==> config.mk <==
export PLATFORM = sky130hd
export DESIGN_NAME = lifo_stack_with_peek
export DESIGN_NICKNAME = d
export VERILOG_FILES = /design/src/hw/rtl/lsp_pkg.sv /design/src/hw/rtl/lifo_stack_with_peek.sv /design/src/hw/rtl/lsp_ctrl.sv /design/src/hw/rtl/lsp_datapath.sv
export SDC_FILE = /design/constraint.sdc
export NUM_CORES = 2
export LEC_CHECK = 0
export ABC_CLOCK_PERIOD_IN_PS = 5350
export BUFFER_PORTS_ARGS = -buffer_cell sky130_fd_sc_hd__buf_2
export CORE_MARGIN = 1
export CORE_UTILIZATION = 38
export CTS_BUF_LIST = sky130_fd_sc_hd__clkbuf_4
export DETAILED_ROUTE_END_ITERATION = 16
export GPL_TIMING_DRIVEN = 0
export PLACE_DENSITY_LB_ADDON = 0.3
export RECOVER_POWER = 100
export SETUP_SLACK_MARGIN = 0.05
export SYNTH_ARGS = -nofsm -noshare
export SYNTH_HDL_FRONTEND = slang
export SYNTH_HIERARCHICAL = 1
export SYNTH_SLANG_ARGS = --single-unit
==> constraint.sdc <==
create_clock -name i_clk -period 5.35 [get_ports i_clk]
set_clock_uncertainty 0.05 [all_clocks]
set_input_delay 1.3375 -clock i_clk [delete_from_list [all_inputs] [get_ports i_clk]]
set_output_delay 1.3375 -clock i_clk [all_outputs]
set_load 0.01 [all_outputs]
==> src/hw/rtl/lsp_pkg.sv <==
package lsp_pkg;

    // Stack geometry.
    localparam int STACK_DEPTH = 64;
    localparam int ADDR_W      = $clog2(STACK_DEPTH);
    localparam int CNT_W       = 7;
    localparam int POS_W       = 7;
    localparam int WORD_W      = 32;

    // Packed stream widths, rounded up to whole bytes.
    localparam int IN_BITS  = 2 + WORD_W + POS_W;
    localparam int OUT_BITS = WORD_W + 2 + 1 + CNT_W;
    localparam int IN_W     = ((IN_BITS + 7) / 8) * 8;
    localparam int OUT_W    = ((OUT_BITS + 7) / 8) * 8;

    // Command codes.
    localparam logic [1:0] CMD_PUSH = 2'd0;
    localparam logic [1:0] CMD_POP  = 2'd1;
    localparam logic [1:0] CMD_PEEK = 2'd2;

    // Status codes.
    localparam logic [1:0] ST_OK     = 2'd0;
    localparam logic [1:0] ST_EMPTY  = 2'd1;
    localparam logic [1:0] ST_BADPOS = 2'd2;
    localparam logic [1:0] ST_FULL   = 2'd3;

    // Controller to datapath commands.
    typedef struct packed {
        logic accept;    // capture a new command and update the stack
        logic load_out;  // move the finished result into the output register
    } t_ctrl;

endpackage

==> src/hw/rtl/lifo_stack_with_peek.sv <==
// A command accepted in the idle state has its status, fill count and array read
// registered; the execute state then loads the result into the output register
// once the output side is free. No new command is taken until that load.
// Reset (synchronous, active low) empties the stack and drops any pending result;
// the entry array itself is not cleared, since only written entries are ever returned.
module lifo_stack_with_peek
    import lsp_pkg::*;
(
    input  logic             i_clk,
    input  logic             i_rst_n,
    // Slave side: command transactions.
    input  logic             s_axis_tvalid,
    output logic             s_axis_tready,
    // Fields from bit 0: command[1:0], value[33:2], position[40:34], zero pad.
    input  logic [IN_W-1:0]  s_axis_tdata,
    // Master side: one result transaction per command.
    output logic             m_axis_tvalid,
    input  logic             m_axis_tready,
    // Fields from bit 0: read_value[31:0], status[33:32], is_empty[34],
    // entry_count[41:35], zero pad.
    output logic [OUT_W-1:0] m_axis_tdata
);

    t_ctrl             w_ctrl;
    logic [WORD_W-1:0] w_read_value;
    logic [1:0]        w_status;
    logic              w_is_empty;
    logic [CNT_W-1:0]  w_entry_count;

    // The controller sequences accept, array read and result load; the
    // datapath holds the fill count, the entry array and the output register.
    lsp_ctrl u_ctrl (
        .i_clk       (i_clk),
        .i_rst_n     (i_rst_n),
        .i_in_valid  (s_axis_tvalid),
        .i_out_ready (m_axis_tready),
        .o_in_ready  (s_axis_tready),
        .o_out_valid (m_axis_tvalid),
        .o_ctrl      (w_ctrl)
    );

    lsp_datapath u_datapath (
        .i_clk         (i_clk),
        .i_rst_n       (i_rst_n),
        .i_ctrl        (w_ctrl),
        .i_command     (s_axis_tdata[1:0]),
        .i_value       (s_axis_tdata[WORD_W+1:2]),
        .i_position    (s_axis_tdata[WORD_W+POS_W+1:WORD_W+2]),
        .o_read_value  (w_read_value),
        .o_status      (w_status),
        .o_is_empty    (w_is_empty),
        .o_entry_count (w_entry_count)
    );

    // Pack the result; the unused upper bits are zero.
    assign m_axis_tdata = {(OUT_W - OUT_BITS)'(0), w_entry_count, w_is_empty,
                           w_status, w_read_value};

`ifndef SYNTHESIS
    // A command is still in flight in the cycle after its transaction, so ready is low.
    a_one_in_flight: assert property (@(posedge i_clk) disable iff (!i_rst_n)
        s_axis_tvalid && s_axis_tready |=> !s_axis_tready)
        else $error("second command accepted while one is in flight");

    // The reported count never exceeds the stack depth.
    a_count_bound: assert property (@(posedge i_clk) disable iff (!i_rst_n)
        m_axis_tvalid |-> (m_axis_tdata[WORD_W+3+CNT_W-1:WORD_W+3] <= CNT_W'(STACK_DEPTH)))
        else $error("entry count beyond stack depth");

    // The empty flag agrees with the count.
    a_empty_flag: assert property (@(posedge i_clk) disable iff (!i_rst_n)
        m_axis_tvalid |-> (m_axis_tdata[WORD_W+2] ==
                           (m_axis_tdata[WORD_W+3+CNT_W-1:WORD_W+3] == '0)))
        else $error("empty flag does not match entry count");

    // A failed command always returns a zero word.
    a_zero_on_error: assert property (@(posedge i_clk) disable iff (!i_rst_n)
        m_axis_tvalid && (m_axis_tdata[WORD_W+1:WORD_W] != ST_OK)
        |-> (m_axis_tdata[WORD_W-1:0] == '0))
        else $error("nonzero read value with error status");
`endif

endmodule

==> src/hw/rtl/lsp_ctrl.sv <==
module lsp_ctrl
    import lsp_pkg::*;
(
    input  logic  i_clk,
    input  logic  i_rst_n,
    input  logic  i_in_valid,
    input  logic  i_out_ready,
    output logic  o_in_ready,
    output logic  o_out_valid,
    output t_ctrl o_ctrl
);

    localparam logic S_IDLE = 1'b0;
    localparam logic S_EXEC = 1'b1;

    logic r_state;
    logic n_state;
    logic r_out_valid;
    logic n_out_valid;
    logic w_accept;
    logic w_load;

    assign o_in_ready = (r_state == S_IDLE);
    assign w_accept   = i_in_valid && o_in_ready;
    // The result leaves the execute state once the output register is free.
    assign w_load     = (r_state == S_EXEC) && (!r_out_valid || i_out_ready);

    always_comb begin
        n_state = r_state;
        case (r_state)
            S_IDLE: begin
                if (w_accept) begin
                    n_state = S_EXEC;
                end
            end
            S_EXEC: begin
                if (w_load) begin
                    n_state = S_IDLE;
                end
            end
            default: begin
                n_state = S_IDLE;
            end
        endcase
    end

    always_comb begin
        n_out_valid = r_out_valid;
        if (w_load) begin
            n_out_valid = 1'b1;
        end else if (i_out_ready) begin
            n_out_valid = 1'b0;
        end
    end

    always_ff @(posedge i_clk) begin
        if (!i_rst_n) begin
            r_state     <= S_IDLE;
            r_out_valid <= 1'b0;
        end else begin
            r_state     <= n_state;
            r_out_valid <= n_out_valid;
        end
    end

    assign o_out_valid     = r_out_valid;
    assign o_ctrl.accept   = w_accept;
    assign o_ctrl.load_out = w_load;

endmodule

==> src/hw/rtl/lsp_datapath.sv <==
module lsp_datapath
    import lsp_pkg::*;
(
    input  logic             i_clk,
    input  logic             i_rst_n,
    input  t_ctrl            i_ctrl,
    input  logic [1:0]       i_command,
    input  logic [WORD_W-1:0] i_value,
    input  logic [POS_W-1:0] i_position,
    output logic [WORD_W-1:0] o_read_value,
    output logic [1:0]       o_status,
    output logic             o_is_empty,
    output logic [CNT_W-1:0] o_entry_count
);

    logic [WORD_W-1:0] r_mem [STACK_DEPTH];
    logic [WORD_W-1:0] r_rd_data;
    logic [CNT_W-1:0]  r_fill;
    logic [CNT_W-1:0]  n_fill;
    logic [1:0]        r_status;
    logic [1:0]        n_status;
    logic              r_peek_ok;
    logic              n_peek_ok;
    logic              w_write;
    logic [POS_W-1:0]  w_pos;
    logic [CNT_W-1:0]  w_rd_diff;

    logic [WORD_W-1:0] r_out_value;
    logic [1:0]        r_out_status;
    logic [CNT_W-1:0]  r_out_count;

    // Position zero is treated as the top of the stack.
    assign w_pos     = (i_position == '0) ? POS_W'(1) : i_position;
    assign w_rd_diff = r_fill - CNT_W'(w_pos);

    always_comb begin
        n_fill    = r_fill;
        n_status  = ST_OK;
        n_peek_ok = 1'b0;
        w_write   = 1'b0;
        case (i_command)
            CMD_PUSH: begin
                if (r_fill >= CNT_W'(STACK_DEPTH)) begin
                    n_status = ST_FULL;
                end else begin
                    w_write = 1'b1;
                    n_fill  = r_fill + CNT_W'(1);
                end
            end
            CMD_POP: begin
                if (r_fill == '0) begin
                    n_status = ST_EMPTY;
                end else begin
                    n_fill = r_fill - CNT_W'(1);
                end
            end
            CMD_PEEK: begin
                if (r_fill == '0) begin
                    n_status = ST_EMPTY;
                end else if (CNT_W'(w_pos) > r_fill) begin
                    n_status = ST_BADPOS;
                end else begin
                    n_peek_ok = 1'b1;
                end
            end
            default: begin
                n_status = ST_OK;
            end
        endcase
    end

    // Simple dual-port style array: one write at the fill level, one registered read.
    always_ff @(posedge i_clk) begin
        if (i_ctrl.accept && w_write) begin
            r_mem[r_fill[ADDR_W-1:0]] <= i_value;
        end
        if (i_ctrl.accept) begin
            r_rd_data <= r_mem[w_rd_diff[ADDR_W-1:0]];
        end
    end

    always_ff @(posedge i_clk) begin
        if (!i_rst_n) begin
            r_fill <= '0;
        end else if (i_ctrl.accept) begin
            r_fill <= n_fill;
        end
    end

    always_ff @(posedge i_clk) begin
        if (i_ctrl.accept) begin
            r_status  <= n_status;
            r_peek_ok <= n_peek_ok;
        end
        if (i_ctrl.load_out) begin
            r_out_value  <= r_peek_ok ? r_rd_data : '0;
            r_out_status <= r_status;
            r_out_count  <= r_fill;
        end
    end

    assign o_read_value  = r_out_value;
    assign o_status      = r_out_status;
    assign o_entry_count = r_out_count;
    assign o_is_empty    = (r_out_count == '0);

endmodule

==> results.cfg <==
[floorplanning]
die_h_um = 464
die_w_um = 464
start_util_pct = 38.3
io_pins = 102
rows = 169
die_area_mm2 = 0.216
core_area_mm2 = 0.212

[worst_setup_path]
ff2ff_path_depth = 10
critPathArrivalTime_ns = 6.48
crit_path_start_kind = flip-flop
r2r_start = u_datapath/r_fill[0]
path_class = flip-flop to flip-flop
r2r_slack_ns = -0.13
reg2reg_to = u_datapath/r_rd_data[31]
endpoint_kind = flip-flop
critPathRequiredTime_ns = 6.35
crit_fanout = 10

[placed_design]
place_area_mm2 = 0.0871
placed_cells = 6253
port_buffers = 87
place.gp.congestion = 0.923
place_hpwl_mm = 142

[global_route]
grt_max_degree = 65
grt_util_all_layers_pct = 20.5
grt_pass1_wl_mm = 307
grt.overflow.total = 0
grt_pass1_vias = 40300
antenna_found_initial = 22

[yosys]
synthFlopType = edfxtp_1
yosysMostFrequentCell = edfxtp_1
synth-async-reset-ratio_pct = 0
synth_edf_count = 2124
ys_top_cells_by_count = 2124 x edfxtp_1, 640 x mux4_2, 82 x clkbuf_1
syn_area_mm2 = 0.0812
syn_area_per_cell_um2 = 24.8
synth.distinct_cells = 41
synth_seq_area_share_pct = 78.7
yosysWarnings = 6
synth_area_leaders = edfxtp_1 79%, mux4_2 18%, a22oi_1 0.59%
synth_seq_cells = 2133
synth_cells = 3276
synth_top_cell_by_area = edfxtp_1
synth_top_area_share_pct = 78.5

[sta]
worst_hold_slack_ns = 0.259
rsz0062_at_grt = yes
period_needed_ns = 5.48
hold_viol = 0
drv_slew = 2409
setup_viol = 13
max_freq_ghz = 0.183
worst_slew_pin_slew_ns = 3.60
postLayoutSetupSlackWorst_ns = -0.125
finalCritPeriodShare_pct = 102
setup_tns_ns = -0.649
relSlewSlack_pct = -140

[clocking]
cts-root-buf = clkbuf_4
cts_hold_buf = 0
insertion_delay_ns = 1.37
cts_sinks = 2133
cts_tree = yes
cts_inserted_buffers = 558
post_cts_buffers = 0
clk_path_buf_depth = 4
htree_num_levels = 6
path_clk_slew_ns = 0.06

[pwr]
p_leak_uw = 0.0292
vdd_drop_max_mv = 0.247
powerDensity_mw_per_mm2 = 399

[routing]
drc = 6
drtIter0Drc = 4487
vias_per_cell = 5.54
drtAntennaViolNets = 0
dr_total_vias = 39800
drt-total-wl_mm = 221
wl_per_cell_um = 30.9
drt_first_pass_iters = 14

[final_layout]
drive_gt1_share_pct = 39.0
final_cells = 7174
nets = 4065
area_growth_pct = 14.2
stdcell_area_mm2 = 0.0928

[flow_run]
drv_cap = 55

[run_status]
status = complete, but fails checks
violations = DRC, capacitance limit, slew limit, setup timing

[worst_hold_path]
min_path_cells = 3
hold_end = u_ctrl/r_state
min_path_type = input pin to flip-flop
worstHoldStart = m_axis_tready
## layer usage
layer	track usage (%)	wire length, um	share of wire, %
met2	32.1	106000	48
met5	0	58	0.026
met4	9.92	9600	4.3
met1	26.8	86500	39
met3	5.23	19200	8.7
## kinds of logic (layout without fill, tap and decap cells)
logic type               count (synthesis)  after routing  synth area share (%)
AO/OA/AOI/OAI                           90             90                 0.807
XOR/XNOR                                12             12                 0.129
adder cells (fa/ha/maj)                 20             20                 0.327
buffers and inverters                  187           1241                  1.11
flip-flops                            2133           2133                  78.7
multiplexers                           646            646                  17.8
other                                    1             24               0.00462
AND/OR/NAND/NOR                        187            187                  1.07
## state kept, by name, indices dropped and copies added, names as in the netlist
| name | cells |
|---|---|
| u_datapath/r_mem | 2048 |
| u_datapath/o_read_value | 32 |
| u_datapath/r_rd_data | 32 |
| u_datapath/o_entry_count | 7 |
| u_datapath/r_fill | 7 |
| u_datapath/o_status | 2 |
| u_datapath/r_status | 2 |
| u_ctrl/o_out_valid | 1 |
| u_ctrl/r_state | 1 |
| u_datapath/r_peek_ok | 1 |
## how the worst max path moves through the flow
stage | from | to | slack, ns | cells past startpoint
after floorplan | s_axis_tvalid | u_datapath/r_mem[46][0] | 0.82 | 6
after global placement | s_axis_tvalid | u_datapath/r_mem[14][2] | -2.15 | 7
after detailed placement | s_axis_tdata[39] | u_datapath/r_rd_data[25] | -1.59 | 12
after CTS | u_datapath/r_fill[0] | u_datapath/r_rd_data[17] | 0.05 | 10
after global routing | u_datapath/r_fill[0] | u_datapath/r_rd_data[17] | 0.02 | 10
final | u_datapath/r_fill[0] | u_datapath/r_rd_data[31] | -0.13 | 10
## worst max-delay path, cell delays in order (launching register included)
cell      delay, ns
dfxtp_1        0.72
inv_1          0.30
ha_1           0.31
fa_1           0.57
clkbuf_1       0.48
clkbuf_2       0.52
clkbuf_1       0.77
mux4_2         0.42
mux4_2         0.59
a22oi_1        0.20
nand2_1        0.21
## area by class of cell
type                            count  area (um2)
Fill cell                       18300      120000
Multi-Input combinational cell    961       16500
Tap cell                         2821        3530
Inverter                           18        67.6
Buffer                            169         886
Sequential cell                  2133       64000
Clock inverter                    112         679
Antenna cell                       18        45.0
Clock buffer                      790        5930
Timing Repair Buffer              152        1180
## power by group
part	internal, uW	switching (uW)
clock	7170	6350
sequential	18600	52.5
combinational	1830	3090
total	27600	9490
## what timing repair did
item	in CTS	in global routing
setup endpoints to repair	32	16
cloned	0	0
gates resized for setup	28	14
## metrics by stage
step / setup WS (ns) / util [%] / power [uW]
2_1_floorplan: 0.822 / - / 21500
3_3_place_gp: -2.15 / 40.1 / 23800
3_5_place_dp: -1.59 / 41.1 / 23900
4_1_cts: 0.0534 / 44.2 / 37400
5_1_grt: 0.0192 / 43.7 / 38400
6_report: -0.125 / 43.7 / 37000
## cells in the final DEF (no fill, tap or decap), types with 12 or more instances in the layout
cell type and n:
clkbuf_1 134, nand2_1 46, clkbuf_4 792, inv_1 18
and2_0 30, mux4_2 640, a22oi_1 64, buf_12 28
clkinv_1 81, nor2_2 40, clkbuf_2 60, ha_1 18
diode_2 18, buf_2 54, edfxtp_1 2124, nor2_1 36
nand3_1 12, buf_4 28
No activity file was read; power rests on OpenSTA's default activity.
